--- src/rtl/core/assert_macros.svh ---
`ifndef ASSERT_MACROS_SVH
`define ASSERT_MACROS_SVH

// Clocked check, disabled while reset is held.
`define DVS_ASSERT(lbl, clk, rst_n, prop) \
    lbl: assert property (@(posedge clk) disable iff (!rst_n) (prop)) \
        else $error("dvs check failed");

// Same, with a caller-supplied message.
`define DVS_ASSERT_MSG(lbl, clk, rst_n, prop, msg) \
    lbl: assert property (@(posedge clk) disable iff (!rst_n) (prop)) else $error(msg);

`endif

--- src/rtl/core/dvs_pkg.sv ---
`timescale 1ns / 1ps

package dvs_pkg;

    localparam int QUEUE_DEPTH = 4;
    localparam int MAX_ATTEN   = 90;
    localparam int ATTEN_W     = 7;
    localparam int QCNT_W      = $clog2(QUEUE_DEPTH + 1);

    // item queue between front and back
    localparam int ITEMQ_DEPTH = 2;
    localparam int ITEMQ_PTR_W = $clog2(ITEMQ_DEPTH);
    localparam int ITEMQ_CNT_W = $clog2(ITEMQ_DEPTH + 1);

    localparam logic [3:0] KIND_TICK    = 4'd0;
    localparam logic [3:0] KIND_INIT    = 4'd1;
    localparam logic [3:0] KIND_REL     = 4'd2;
    localparam logic [3:0] KIND_ABS     = 4'd3;
    localparam logic [3:0] KIND_MUTE    = 4'd4;
    localparam logic [3:0] KIND_UNMUTE  = 4'd5;
    localparam logic [3:0] KIND_PDOWN   = 4'd6;
    localparam logic [3:0] KIND_PUP     = 4'd7;
    localparam logic [3:0] KIND_GETVOL  = 4'd8;

    localparam logic [1:0] CFG_MODE  = 2'd0;
    localparam logic [1:0] CFG_DEV   = 2'd1;
    localparam logic [1:0] CFG_GUARD = 2'd2;

    localparam logic [ATTEN_W-1:0] ATTEN_MAX_V = ATTEN_W'(MAX_ATTEN);

    typedef struct packed {
        logic                tick;
        logic                cmd;
        logic [3:0]          kind;
        logic signed [7:0]   amount;
        logic [ATTEN_W-1:0]  abs_atten;
    } t_item;

endpackage

--- src/rtl/core/dvs_front.sv ---
`timescale 1ns / 1ps

module dvs_front (
    input  logic                 i_valid,
    input  logic [3:0]           i_kind,
    input  logic signed [7:0]    i_amount,
    input  logic                 i_full,
    output logic                 o_ready,
    output logic                 o_push,
    output dvs_pkg::t_item       o_item
);

    logic [8:0] w_neg;

    assign o_ready = !i_full;
    assign o_push  = i_valid && !i_full;

    // absolute target does not depend on state, so clamp it here
    assign w_neg = 9'd0 - {i_amount[7], i_amount};

    always_comb begin
        o_item.tick   = (i_kind == dvs_pkg::KIND_TICK);
        o_item.cmd    = (i_kind != dvs_pkg::KIND_TICK) && (i_kind <= dvs_pkg::KIND_GETVOL);
        o_item.kind   = i_kind;
        o_item.amount = i_amount;
        if (w_neg[8]) begin
            o_item.abs_atten = '0;
        end else if (w_neg[7:0] > 8'(dvs_pkg::MAX_ATTEN)) begin
            o_item.abs_atten = dvs_pkg::ATTEN_MAX_V;
        end else begin
            o_item.abs_atten = w_neg[dvs_pkg::ATTEN_W-1:0];
        end
    end

endmodule

--- src/rtl/core/dvs_queue.sv ---
`timescale 1ns / 1ps

module dvs_queue (
    input  logic              i_clk,
    input  logic              i_rst_n,
    input  logic              i_push,
    input  dvs_pkg::t_item    i_item,
    input  logic              i_pop,
    output dvs_pkg::t_item    o_item,
    output logic              o_empty,
    output logic              o_full
);

    dvs_pkg::t_item                   r_mem [dvs_pkg::ITEMQ_DEPTH];
    logic [dvs_pkg::ITEMQ_PTR_W-1:0]  r_wr;
    logic [dvs_pkg::ITEMQ_PTR_W-1:0]  r_rd;
    logic [dvs_pkg::ITEMQ_CNT_W-1:0]  r_cnt;

    assign o_empty = (r_cnt == '0);
    assign o_full  = (r_cnt == dvs_pkg::ITEMQ_CNT_W'(dvs_pkg::ITEMQ_DEPTH));
    assign o_item  = r_mem[r_rd];

    always_ff @(posedge i_clk) begin
        if (i_push) begin
            r_mem[r_wr] <= i_item;
        end
    end

    always_ff @(posedge i_clk) begin
        if (!i_rst_n) begin
            r_wr  <= '0;
            r_rd  <= '0;
            r_cnt <= '0;
        end else begin
            if (i_push) begin
                r_wr <= r_wr + 1'b1;
            end
            if (i_pop) begin
                r_rd <= r_rd + 1'b1;
            end
            if (i_push && !i_pop) begin
                r_cnt <= r_cnt + 1'b1;
            end else if (i_pop && !i_push) begin
                r_cnt <= r_cnt - 1'b1;
            end
        end
    end

endmodule

--- src/rtl/core/dvs_back.sv ---
`timescale 1ns / 1ps
`include "assert_macros.svh"

module dvs_back (
    input  logic                    i_clk,
    input  logic                    i_rst_n,
    input  logic                    i_cfg_we,
    input  logic [1:0]              i_cfg_index,
    input  logic [15:0]             i_cfg_data,
    input  logic                    i_empty,
    input  dvs_pkg::t_item          i_item,
    output logic                    o_pop,
    output logic                    o_valid,
    input  logic                    i_ready,
    output logic                    o_scl,
    output logic                    o_sda,
    output logic                    o_sda_drive,
    output logic                    o_amp_off,
    output logic signed [7:0]       o_volume_db,
    output logic                    o_busy_res,
    output logic                    o_status
);

    localparam logic [3:0] PH_IDLE    = 4'd0;
    localparam logic [3:0] PH_GUARD   = 4'd1;
    localparam logic [3:0] PH_START   = 4'd2;
    localparam logic [3:0] PH_BLOW    = 4'd3;
    localparam logic [3:0] PH_BDATA   = 4'd4;
    localparam logic [3:0] PH_BHIGH   = 4'd5;
    localparam logic [3:0] PH_ALOW    = 4'd6;
    localparam logic [3:0] PH_ADLOW   = 4'd7;
    localparam logic [3:0] PH_AREL    = 4'd8;
    localparam logic [3:0] PH_AHIGH   = 4'd9;
    localparam logic [3:0] PH_AEND    = 4'd10;
    localparam logic [3:0] PH_ADRV    = 4'd11;
    localparam logic [3:0] PH_STOPCLK = 4'd12;
    localparam logic [3:0] PH_STOP    = 4'd13;

    localparam logic [15:0] T_START = 16'd16;
    localparam logic [15:0] T_BLOW  = 16'd8;
    localparam logic [15:0] T_BDATA = 16'd16;
    localparam logic [15:0] T_BHIGH = 16'd16;
    localparam logic [15:0] T_ALOW  = 16'd8;
    localparam logic [15:0] T_ASHORT = 16'd4;
    localparam logic [15:0] T_AHIGH = 16'd16;
    localparam logic [15:0] T_STOPCLK = 16'd24;
    localparam logic [15:0] T_STOP  = 16'd16;

    localparam logic [7:0] REG_MODE   = 8'h01;
    localparam logic [7:0] REG_CTRL   = 8'h02;
    localparam logic [7:0] REG_VOL    = 8'h03;
    localparam logic [7:0] REG_MIX    = 8'h04;
    localparam logic [7:0] PDN_BIT    = 8'h01;
    localparam logic [7:0] CTRL_VAL   = 8'h80 | 8'h40 | 8'h09;
    localparam logic [7:0] MUTE_BIT   = 8'h80;
    localparam logic [7:0] MIX_VAL    = 8'h00;

    localparam logic [dvs_pkg::ATTEN_W-1:0] ATTEN_RESET = dvs_pkg::ATTEN_W'(20);

    // configuration
    logic [7:0]   r_mode;
    logic [7:0]   r_dev;
    logic [15:0]  r_guard;

    // block state
    logic [dvs_pkg::ATTEN_W-1:0]  r_atten, n_atten;
    logic [15:0]                  r_wq [dvs_pkg::QUEUE_DEPTH];
    logic [15:0]                  n_wq [dvs_pkg::QUEUE_DEPTH];
    logic [dvs_pkg::QCNT_W-1:0]   r_count, n_count;
    logic [3:0]                   r_phase, n_phase;
    logic [1:0]                   r_byte, n_byte;
    logic [2:0]                   r_bit, n_bit;
    logic [15:0]                  r_timer, n_timer;
    logic                         r_scl, n_scl;
    logic                         r_sda, n_sda;
    logic                         r_drv, n_drv;
    logic                         r_amp, n_amp;

    // result register
    logic                         r_out_valid;
    logic                         r_o_scl, r_o_sda, r_o_drv, r_o_amp;
    logic [7:0]                   r_o_vol;
    logic                         r_o_busy, r_o_status;
    logic                         n_status;

    logic                         w_pop;
    logic [7:0]                   w_cur;
    logic [15:0]                  w_guard;
    logic [9:0]                   w_rel;
    logic [dvs_pkg::ATTEN_W-1:0]  w_rel_atten;
    logic [7:0]                   w_atten_b;

    assign w_pop   = !i_empty && (!r_out_valid || i_ready);
    assign o_pop   = w_pop;
    assign w_guard = (r_guard == 16'd0) ? 16'd1 : r_guard;
    assign w_atten_b = {1'b0, r_atten};

    always_comb begin
        unique case (r_byte)
            2'd0:    w_cur = r_dev;
            2'd1:    w_cur = r_wq[0][15:8];
            default: w_cur = r_wq[0][7:0];
        endcase
    end

    // relative step: subtract signed amount, clamp to 0..MAX_ATTEN
    assign w_rel = {3'b000, r_atten} - {{2{i_item.amount[7]}}, i_item.amount};
    always_comb begin
        if (w_rel[9]) begin
            w_rel_atten = '0;
        end else if (w_rel[8:0] > 9'(dvs_pkg::MAX_ATTEN)) begin
            w_rel_atten = dvs_pkg::ATTEN_MAX_V;
        end else begin
            w_rel_atten = w_rel[dvs_pkg::ATTEN_W-1:0];
        end
    end

    always_comb begin
        n_atten  = r_atten;
        n_wq     = r_wq;
        n_count  = r_count;
        n_phase  = r_phase;
        n_byte   = r_byte;
        n_bit    = r_bit;
        n_timer  = r_timer;
        n_scl    = r_scl;
        n_sda    = r_sda;
        n_drv    = r_drv;
        n_amp    = r_amp;
        n_status = 1'b0;

        if (w_pop && i_item.tick && (r_count != '0)) begin
            if (r_timer > 16'd1) begin
                n_timer = r_timer - 16'd1;
            end else begin
                unique case (r_phase)
                    PH_GUARD: begin
                        n_byte = '0; n_bit = '0;
                        n_sda = 1'b0; n_phase = PH_START; n_timer = T_START;
                    end
                    PH_START: begin
                        n_scl = 1'b0; n_phase = PH_BLOW; n_timer = T_BLOW;
                    end
                    PH_BLOW: begin
                        n_sda = w_cur[3'd7 - r_bit]; n_phase = PH_BDATA; n_timer = T_BDATA;
                    end
                    PH_BDATA: begin
                        n_scl = 1'b1; n_phase = PH_BHIGH; n_timer = T_BHIGH;
                    end
                    PH_BHIGH: begin
                        n_scl = 1'b0;
                        if (r_bit != 3'd7) begin
                            n_bit = r_bit + 3'd1; n_phase = PH_BLOW; n_timer = T_BLOW;
                        end else begin
                            n_phase = PH_ALOW; n_timer = T_ALOW;
                        end
                    end
                    PH_ALOW: begin
                        n_sda = 1'b0; n_phase = PH_ADLOW; n_timer = T_ASHORT;
                    end
                    PH_ADLOW: begin
                        n_drv = 1'b0; n_phase = PH_AREL; n_timer = T_ASHORT;
                    end
                    PH_AREL: begin
                        n_scl = 1'b1; n_phase = PH_AHIGH; n_timer = T_AHIGH;
                    end
                    PH_AHIGH: begin
                        n_scl = 1'b0; n_phase = PH_AEND; n_timer = T_ASHORT;
                    end
                    PH_AEND: begin
                        n_drv = 1'b1; n_phase = PH_ADRV; n_timer = T_ASHORT;
                    end
                    PH_ADRV: begin
                        if (r_byte < 2'd2) begin
                            n_byte = r_byte + 2'd1; n_bit = '0;
                            n_scl = 1'b0; n_phase = PH_BLOW; n_timer = T_BLOW;
                        end else begin
                            n_scl = 1'b1; n_phase = PH_STOPCLK; n_timer = T_STOPCLK;
                        end
                    end
                    PH_STOPCLK: begin
                        n_sda = 1'b1; n_phase = PH_STOP; n_timer = T_STOP;
                    end
                    default: begin
                        // write done: drop the head entry
                        for (int i = 0; i < dvs_pkg::QUEUE_DEPTH - 1; i++) begin
                            n_wq[i] = r_wq[i + 1];
                        end
                        n_count = r_count - 1'b1;
                        n_byte  = '0;
                        n_bit   = '0;
                        if (r_count != dvs_pkg::QCNT_W'(1)) begin
                            n_phase = PH_GUARD; n_timer = w_guard;
                        end else begin
                            n_phase = PH_IDLE; n_timer = '0;
                        end
                    end
                endcase
            end
        end else if (w_pop && i_item.cmd) begin
            if (r_count != '0) begin
                n_status = 1'b1;
            end else begin
                unique case (i_item.kind)
                    dvs_pkg::KIND_INIT: begin
                        n_scl = 1'b1; n_sda = 1'b1; n_drv = 1'b1;
                        n_wq[0] = {REG_MODE, r_mode | PDN_BIT};
                        n_wq[1] = {REG_CTRL, CTRL_VAL};
                        n_wq[2] = {REG_VOL, w_atten_b};
                        n_wq[3] = {REG_MIX, MIX_VAL};
                        n_count = dvs_pkg::QCNT_W'(4);
                    end
                    dvs_pkg::KIND_REL: begin
                        n_atten = w_rel_atten;
                        n_wq[0] = {REG_VOL, 1'b0, w_rel_atten};
                        n_count = dvs_pkg::QCNT_W'(1);
                    end
                    dvs_pkg::KIND_ABS: begin
                        n_atten = i_item.abs_atten;
                        n_wq[0] = {REG_VOL, 1'b0, i_item.abs_atten};
                        n_count = dvs_pkg::QCNT_W'(1);
                    end
                    dvs_pkg::KIND_MUTE: begin
                        n_wq[0] = {REG_VOL, w_atten_b | MUTE_BIT};
                        n_count = dvs_pkg::QCNT_W'(1);
                    end
                    dvs_pkg::KIND_UNMUTE: begin
                        n_wq[0] = {REG_VOL, w_atten_b};
                        n_count = dvs_pkg::QCNT_W'(1);
                    end
                    dvs_pkg::KIND_PDOWN: begin
                        n_wq[0] = {REG_MODE, r_mode | PDN_BIT};
                        n_count = dvs_pkg::QCNT_W'(1);
                        n_amp   = 1'b1;
                    end
                    dvs_pkg::KIND_PUP: begin
                        n_wq[0] = {REG_MODE, r_mode};
                        n_count = dvs_pkg::QCNT_W'(1);
                        n_amp   = 1'b0;
                    end
                    default: begin
                        // get volume: report only
                    end
                endcase
                if (i_item.kind != dvs_pkg::KIND_GETVOL) begin
                    n_phase = PH_GUARD;
                    n_timer = w_guard;
                end
            end
        end
    end

    always_ff @(posedge i_clk) begin
        if (!i_rst_n) begin
            r_mode  <= 8'h86;
            r_dev   <= 8'h22;
            r_guard <= 16'd1000;
        end else if (i_cfg_we) begin
            unique case (i_cfg_index)
                dvs_pkg::CFG_MODE:  r_mode  <= i_cfg_data[7:0];
                dvs_pkg::CFG_DEV:   r_dev   <= i_cfg_data[7:0];
                dvs_pkg::CFG_GUARD: r_guard <= i_cfg_data;
                default: begin
                    // unmapped index: drop
                end
            endcase
        end
    end

    always_ff @(posedge i_clk) begin
        if (!i_rst_n) begin
            r_atten     <= ATTEN_RESET;
            r_count     <= '0;
            r_phase     <= PH_IDLE;
            r_byte      <= '0;
            r_bit       <= '0;
            r_timer     <= '0;
            r_scl       <= 1'b1;
            r_sda       <= 1'b1;
            r_drv       <= 1'b1;
            r_amp       <= 1'b0;
            r_out_valid <= 1'b0;
        end else begin
            r_atten     <= n_atten;
            r_count     <= n_count;
            r_phase     <= n_phase;
            r_byte      <= n_byte;
            r_bit       <= n_bit;
            r_timer     <= n_timer;
            r_scl       <= n_scl;
            r_sda       <= n_sda;
            r_drv       <= n_drv;
            r_amp       <= n_amp;
            r_out_valid <= w_pop || (r_out_valid && !i_ready);
        end
    end

    always_ff @(posedge i_clk) begin
        r_wq <= n_wq;
        if (w_pop) begin
            r_o_scl    <= n_scl;
            r_o_sda    <= n_sda;
            r_o_drv    <= n_drv;
            r_o_amp    <= n_amp;
            r_o_vol    <= 8'd0 - {1'b0, n_atten};
            r_o_busy   <= (n_count != '0);
            r_o_status <= n_status;
        end
    end

    assign o_valid     = r_out_valid;
    assign o_scl       = r_o_scl;
    assign o_sda       = r_o_sda;
    assign o_sda_drive = r_o_drv;
    assign o_amp_off   = r_o_amp;
    assign o_volume_db = $signed(r_o_vol);
    assign o_busy_res  = r_o_busy;
    assign o_status    = r_o_status;

    `DVS_ASSERT(a_idle_iff_empty, i_clk, i_rst_n, (r_count == '0) == (r_phase == PH_IDLE))
    `DVS_ASSERT_MSG(a_ack_released, i_clk, i_rst_n,
        (r_phase == PH_AREL || r_phase == PH_AHIGH || r_phase == PH_AEND) |-> (!r_drv && !r_sda),
        "SDA driven inside ACK slot")
    `DVS_ASSERT_MSG(a_busy_no_change, i_clk, i_rst_n,
        (w_pop && i_item.cmd && r_count != '0) |=> ($stable(r_atten) && $stable(r_amp) && r_o_status),
        "rejected command changed state")

endmodule

--- src/rtl/core/dac_volume_i2c_write_sequencer.sv ---
`timescale 1ns / 1ps

// DAC volume control with a bit-banged register-write sequencer. Each accepted input word
// (a one-microsecond tick or a command) gives exactly one result word carrying the pin levels,
// amplifier-off pin, current volume, busy flag and accept/reject status after that word. The
// block sustains one input word per clock while the result output is not stalled: the front
// classifies the word and pushes it into a two-entry item queue, and the back applies it to the
// volume and pin-sequencer state and loads the output register, so a result passes through the
// item queue and the output register. The back's state update, on which each word depends, sets
// that rate. Commands sent while writes are still pending are rejected with status 1; ticks
// advance the SCL/SDA waveform one count each. Configuration writes are always ready and take
// effect at once; write them only while no word is in flight.
module dac_volume_i2c_write_sequencer (
    input  logic               i_clk,
    input  logic               i_rst_n,
    input  logic               i_valid,
    output logic               o_ready,
    input  logic [3:0]         i_kind,
    input  logic signed [7:0]  i_amount,
    output logic               o_valid,
    input  logic               i_ready,
    output logic               o_scl,
    output logic               o_sda,
    output logic               o_sda_drive,
    output logic               o_amp_off,
    output logic signed [7:0]  o_volume_db,
    output logic               o_busy_res,
    output logic               o_status,
    input  logic               i_cfg_valid,
    output logic               o_cfg_ready,
    input  logic [1:0]         i_cfg_index,
    input  logic [15:0]        i_cfg_data
);

    dvs_pkg::t_item  w_front_item;
    dvs_pkg::t_item  w_back_item;
    logic            w_push;
    logic            w_pop;
    logic            w_empty;
    logic            w_full;

    assign o_cfg_ready = 1'b1;

    dvs_front u_front (
        .i_valid  (i_valid),
        .i_kind   (i_kind),
        .i_amount (i_amount),
        .i_full   (w_full),
        .o_ready  (o_ready),
        .o_push   (w_push),
        .o_item   (w_front_item)
    );

    dvs_queue u_queue (
        .i_clk   (i_clk),
        .i_rst_n (i_rst_n),
        .i_push  (w_push),
        .i_item  (w_front_item),
        .i_pop   (w_pop),
        .o_item  (w_back_item),
        .o_empty (w_empty),
        .o_full  (w_full)
    );

    dvs_back u_back (
        .i_clk       (i_clk),
        .i_rst_n     (i_rst_n),
        .i_cfg_we    (i_cfg_valid),
        .i_cfg_index (i_cfg_index),
        .i_cfg_data  (i_cfg_data),
        .i_empty     (w_empty),
        .i_item      (w_back_item),
        .o_pop       (w_pop),
        .o_valid     (o_valid),
        .i_ready     (i_ready),
        .o_scl       (o_scl),
        .o_sda       (o_sda),
        .o_sda_drive (o_sda_drive),
        .o_amp_off   (o_amp_off),
        .o_volume_db (o_volume_db),
        .o_busy_res  (o_busy_res),
        .o_status    (o_status)
    );

endmodule
--- config.mk ---
export PLATFORM = sky130hd
export DESIGN_NAME = dac_volume_i2c_write_sequencer
export DESIGN_NICKNAME = d
export VERILOG_FILES = /design/src/rtl/core/dvs_pkg.sv /design/src/rtl/core/dvs_front.sv /design/src/rtl/core/dvs_queue.sv /design/src/rtl/core/dvs_back.sv /design/src/rtl/core/dac_volume_i2c_write_sequencer.sv
export VERILOG_INCLUDE_DIRS = /design/src /design/src/rtl/core
export SDC_FILE = /design/constraint.sdc
export NUM_CORES = 1
export LEC_CHECK = 0
export ABC_AREA = 1
export CAP_MARGIN = 20
export CORE_ASPECT_RATIO = 0.9
export CORE_MARGIN = 4
export CORE_UTILIZATION = 53
export CTS_CLUSTER_SIZE = 40
export DETAILED_ROUTE_END_ITERATION = 10
export DONT_BUFFER_PORTS = 1
export MAX_ROUTING_LAYER = met4
export PLACE_DENSITY = 0.76
export REMOVE_ABC_BUFFERS = 1
export SLEW_MARGIN = 20
export SYNTH_ARGS = -nofsm -noshare
export SYNTH_HDL_FRONTEND = slang
export SYNTH_SLANG_ARGS = --single-unit
--- constraint.sdc ---
create_clock -name i_clk -period 4.22 [get_ports i_clk]
set_input_delay 0.211 -clock i_clk [delete_from_list [all_inputs] [get_ports i_clk]]
set_output_delay 0.211 -clock i_clk [all_outputs]
set_load 0.05 [all_outputs]
==> impl_metrics.toml, run 1 <==
[global_routing]
busiest_layer = "met2"
grt_max_degree = 45
met2_usage_pct = 34.12
grt_use_total_pct = 23.33
met1_usage_pct = 31.52
grt_pass1_vias = 6508
grt_overflow = 0
grt_antenna_before_repair = 2
grt_use_met3_pct = 6.587
grt_pass1_wl_um = 32380

[timing]
setup_viol = 0
finalClockSkew_ps = 12.69
worst_pin_slew_ps = 731.2
hold_viol_final = 0
final.setup.tns_ps = 0
rsz0062_at_grt = "false"
period_share_pct = 88.32
slew_headroom_pct = 51.19
drv_slew = 0
fmax_mhz = 268.3
period_needed_ps = 3727
finalWorstSetupSlack_ps = 493.0

[synth]
synthCells = 1029
synth_seq_cells = 164
synthDominantCellAreaShare_pct = 31.01
yosysSeqAreaShare_pct = 49.31
synth-main-ff-cell = "edfxtp_1"
ys.warnings.count = 0
syn_area_per_cell_um2 = 8.187
synth.cell_area_um2 = 8424
synth.distinct_cells = 57
synth_edf_count = 87
ys_top_cells_by_area = "edfxtp_1 (31%), dfxtp_1 (18%), nand2_1 (10%)"
synth-async-reset-ratio_pct = 0
synth_top_area_cell = "edfxtp_1"

[placement]
place_hpwl_um = 13870
pre_cts_ws_ps = 472.4
portBuffers = 0
gp_congestion = 0.9854
dp.cells = 1217

[die]
coreArea_um2 = 15490
dieHeight_um = 127.6
dieArea_um2 = 17980
pin_count = 52
std_cell_rows = 43
die_w_um = 140.9
start_util_pct = 54.37

[finish]
final_cell_mix = "nand2_1 (232), nor2_1 (141), inv_1 (129), edfxtp_1 (87), dfxtp_1 (77)"
layout_commonest_cell = "nand2_1"
stdcell_count = 1281
drive_gt1_share_pct = 7.428
final_nets = 1121
area_growth_pct = 13.77

[setup_path]
crit_path_max_fanout = 16
cp-start-kind = "flop"
crit_type = "reg -> reg"
crit_required_ps = 4400
critPathArrivalTime_ps = 3910
crit_path_end_kind = "flop"

[clock_network]
ctsResizeCount = 0
clockBufferDepth = 2
path_clk_slew_ps = 70
h-tree-depth = 4
cts-root-buf = "clkbuf_16"
cts_tree = "done"
cts_buffers = 17
insertion_delay_ps = 430
cts.sinks = 164

[routing]
wl_um = 19860
vias = 6999
drt-wirelength-per-cell_um = 15.51
drtIter0Drc = 487
drc_errors = 0
dr.pass1.iters = 6
viasPerCell = 5.464
ant_nets = 0

[min_path]
min_path_type = "in -> reg"

[power]
ir_worst_vdd_uv = 543.4
p_leak_nw = 4.066
cellPowerDensity_nw_per_um2 = 671.2

[outcome]
status = "completed"

[flow_run]
cap_violations = 0
Yosys cell counts (5+ instances only):
cell / count
nand4_1: 10
nor4_1: 6
a21oi_1: 47
ha_1: 21
inv_1: 129
nand2_1: 232
nor3_1: 15
dfxtp_1: 77
xor2_1: 12
o21ai_0: 58
o211ai_1: 12
nand2_2: 5
clkbuf_1: 16
inv_2: 6
nor2_4: 5
xnor2_1: 7
a211oi_1: 8
nor2_1: 142
buf_2: 5
or2_2: 6
edfxtp_1: 87
mux2i_1: 6
nand3_1: 46
a31oi_1: 6
metrics by stage:
stage,hold slack (ps),instance area (µm²),utilization [%],power (mW)
3_3_place_gp,304.3,8652,55.84,4.787
5_1_grt,48.61,9584,61.85,6.870
4_1_cts,35.43,9569,61.76,6.405
3_5_place_dp,309.4,8680,56.02,4.846
6_report,47.54,9584,61.85,6.433
2_1_floorplan,280.5,8313,-,4.215
routing by layer:
layer	part of all wire, %	vias to the layer above
li1	-	3500
met1	46	3208
met2	44	269
met3	8.5	22
met4	1.7	0
met5	0	-
final cells by class:
cell class | instances | area (µm²)
clock buffers | 18 | 439.2
multi-input cells | 704 | 3670
well taps | 202 | 252.7
flip-flops and latches | 164 | 4154
clock inverters | 14 | 140.1
fillers | 1340 | 5911
inverters | 136 | 510.5
diodes | 2 | 5.005
repair buffers | 41 | 412.9
worst max-delay path, stage by stage (launching register included):
cell and delay (ps):
dfxtp_1 790, nand2_1 130, nand2_1 110, ha_1 140
inv_1 70, fa_1 430, xnor2_1 220, nand2_1 80
nand3_1 80, o21ai_0 80, nand2_1 170, nand3_1 130
nand3_1 90, nand2_1 50, nand2_1 50, nand2_1 100
inv_1 100, ha_1 190, nand3_1 100, nor2_2 170
nand3_1 80, nand2_1 60, nand2_1 40
registers in the layout, summed over array words and instances, names as in the netlist, 2 cells and up, named ones only:
signal / cells
u_back.o_volume_db: 8
u_back.r_phase: 4
u_back.r_timer: 16
u_back.r_atten: 7
u_back.r_bit: 3
u_back.r_byte: 2
u_queue.r_mem: 42
u_queue.r_cnt: 2
u_back.r_mode: 8
u_back.r_count: 3
u_back.r_dev: 8
u_back.r_guard: 16
u_back.r_wq: 31
worst paths after layout:
path         slack, ps                       from  depth (start not counted)                               to
min reg2reg        480  u_queue.r_rd$_SDFFE_PN0P_                          1                             flop
max reg2reg        490                       flop                         22  u_back.o_volume_db[6]$_DFFE_PP_
max                490                       flop                         22  u_back.o_volume_db[6]$_DFFE_PP_
min                 50             i_cfg_data[10]                          2  u_back.r_guard[10]$_SDFFE_PN0P_
report_power, final:
part	switching (mW)	internal (mW)	total (mW)
logic	1.75	0.810	2.56
registers	0.345	2.02	2.37
clock network	0.664	0.843	1.51
total	2.76	3.68	6.43
cells by family (layout without fill, tap and decap cells):
group / count (synthesis) / count (layout) / share of synthesized area [%]
buf+inv: 161 / 209 / 7.381
other cells: 1 / 3 / 0.04451
simple gates: 486 / 486 / 24.89
xor+xnor: 19 / 19 / 1.975
compound gates: 170 / 170 / 12.33
flops: 164 / 164 / 49.31
fa+ha+maj: 22 / 22 / 3.357
mux: 6 / 6 / 0.7129
timing repair:
item / 4_1_cts / 5_1_grt
hold endpoints to repair: 74 / 0
setup buffers: 0 / 0
hold buffers: 30 / 0
Power figures use the tool's default switching activity.
==> inputs of run 2 (changes only) <==
CORE_ASPECT_RATIO = 0.6   (was 0.9)
CORE_UTILIZATION = 64   (was 53)
PLACE_DENSITY = 0.88   (was 0.76)
==> run 2 against run 1 <==
Compared with the run above:
- maximum frequency up 6.8%
- setup slack better by 240 ps
- register-to-register slack better by 240 ps
- final cell count down 2.5%
- clock power up 6%
- wire length up 11%
- critical path type unchanged
- critical endpoint unchanged
==> impl_metrics.toml, run 2 (same netlist as run 1, synthesis figures left out) <==
[power]
ir_worst_vdd_uv = 610.8
p_leak_nw = 4.095
cellPowerDensity_nw_per_um2 = 701.1

[finish]
nFillCells = 879
max_flop_register = "u_queue.r_mem"
final_cell_mix = "nand2_1 (232), nor2_1 (142), inv_1 (129), edfxtp_1 (87), dfxtp_1 (77)"
drive_gt1_share_pct = 7.322
diodes = 0
final_nets = 1123
layout_commonest_cell = "nand2_1"
final_design_area_no_fill_um2 = 9549
reg_top3 = "u_queue.r_mem: 42 flops, u_back.r_wq: 31 flops"
largest_reg_flops = 42
area_growth_pct = 13.35

[global_routing]
grt_max_degree = 44
grt_antenna_before_repair = 0
grt_pass1_wl_um = 35300
grt_pass1_vias = 6627
grt_use_total_pct = 30.32
grt_overflow = 0

[clock_network]
ctsResizeCount = 0
path_clk_slew_ps = 70
cts-root-buf = "clkbuf_16"
cts_tree = "done"
h-tree-depth = 4
cts_buffers = 17
insertion_delay_ps = 440
clockBufferDepth = 2
cts_hold_buf = 30
cts_setup_buffers = 0
cts.sinks = 164

[die]
coreArea_um2 = 12850
dieArea_um2 = 15120
die_w_um = 156.1
std_cell_rows = 32
dieHeight_um = 96.87
pin_count = 52
start_util_pct = 65.55

[timing]
finalClockSkew_ps = 13.47
final.setup.tns_ps = 0
period_needed_ps = 3490
fmax_mhz = 286.5
worst_pin_slew_ps = 696.2
setup_viol = 0
rsz0062_at_grt = "false"
slew_headroom_pct = 53.42
drv_slew = 0
period_share_pct = 82.70
hold_viol_final = 0

[outcome]
status = "completed"

[routing]
drtIter0Drc = 995
vias = 7336
drt-wirelength-per-cell_um = 17.73
ant_nets = 0
viasPerCell = 5.873
drc_errors = 0
wl_um = 22140
dr.pass1.iters = 9

[setup_path]
reg2reg_to = "u_back.o_volume_db[6]$_DFFE_PP_"
crit_path_end_kind = "flop"
critPathArrivalTime_ps = 3680
ff2ff_setup_slack_ps = 730
crit_type = "reg -> reg"
rr_worst_depth = 22
crit_path_max_fanout = 13
crit_required_ps = 4410
cp-start-kind = "flop"

[min_path]
hp-start = "i_rst_n"
holdPathEnd = "u_queue.r_rd$_SDFFE_PN0P_"
min_path_type = "in -> reg"
whs_path_depth = 2

[placement]
gp_congestion = 0.9882
place_hpwl_um = 14770
dpl_cell_area_um2 = 8625
portBuffers = 0

[flow_run]
cap_violations = 0
-- run 2: cell types whose count changed in the layout (fill, tap and decap cells not counted), moves of 2 or more --
cell        change
buf_4           +3
diode_2         -2
clkinvlp_4      -3
inv_6           -2
inv_8           +5
-- run 2: worst max-delay path by stage --
| stage | startpoint | to | slack, ps | cells after the start |
|---|---|---|---|---|
| 3_3_place_gp | flop | u_back.o_volume_db[6]$_DFFE_PP_ | 860 | 22 |
| 3_5_place_dp | flop | u_back.o_volume_db[6]$_DFFE_PP_ | 740 | 22 |
| 6_report | flop | u_back.o_volume_db[6]$_DFFE_PP_ | 730 | 22 |
| 5_1_grt | flop | u_back.o_volume_db[6]$_DFFE_PP_ | 300 | 21 |
| 4_1_cts | flop | u_back.o_volume_db[6]$_DFFE_PP_ | 750 | 22 |
| 2_1_floorplan | flop | u_back.r_wq[16]$_SDFFCE_PP0P_ | 310 | 8 |
-- run 2: through the flow --
stage | std cells | hold slack (ps) | total power, mW | utilization [%] | setup WS (ps)
detailed placement | 1186 | 295.0 | 4.871 | 67.10 | 740.7
floorplan | 1004 | 280.5 | 4.215 | - | 305.7
finish | 1249 | 20.05 | 6.695 | 74.30 | 729.9
global route | 1249 | 12.58 | 7.050 | 74.30 | 299.4
global placement | 1186 | 295.0 | 4.831 | 67.10 | 856.1
CTS | 1248 | 15.75 | 6.549 | 74.24 | 749.5
-- run 2: worst max-delay path: stages, from the launching register on --
cell and delay, ps:
dfxtp_1 640, nand2_1 90, nand2_1 90, ha_1 130
inv_1 80, fa_1 430, xnor2_1 220, nand2_1 80
nand3_1 90, o21ai_0 80, nand2_1 160, nand3_1 130
nand3_1 90, nand2_1 50, nand2_1 60, nand2_1 100
inv_1 100, ha_1 180, nand3_1 100, nor2_2 170
nand3_1 80, nand2_1 70, nand2_1 40
-- run 2: layout make-up --
cell class / instances / area, µm² / share of cell area, %
flip-flops and latches: 164 / 4154 / 43.50
clock inverters: 15 / 181.4 / 1.900
multi-input cells: 704 / 3657 / 38.30
inverters: 136 / 510.5 / 5.346
repair buffers: 43 / 407.9 / 4.271
clock buffers: 17 / 425.4 / 4.455
well taps: 170 / 212.7 / 2.227
-- run 2: where the power goes --
group / internal [mW] / switching [mW] / total, mW
registers: 2.02 / 0.343 / 2.37
clock network: 0.901 / 0.704 / 1.60
logic: 0.807 / 1.92 / 2.73
total: 3.73 / 2.96 / 6.70
-- run 2: metal layers --
metal / share of wire [%] / global-route usage [%] / wire, µm
met4: 2.3 / 8.133 / 506
met1: 44 / 44.63 / 9702
met5: 0 / - / 0
met2: 42 / 41.28 / 9316
met3: 12 / 8.449 / 2615
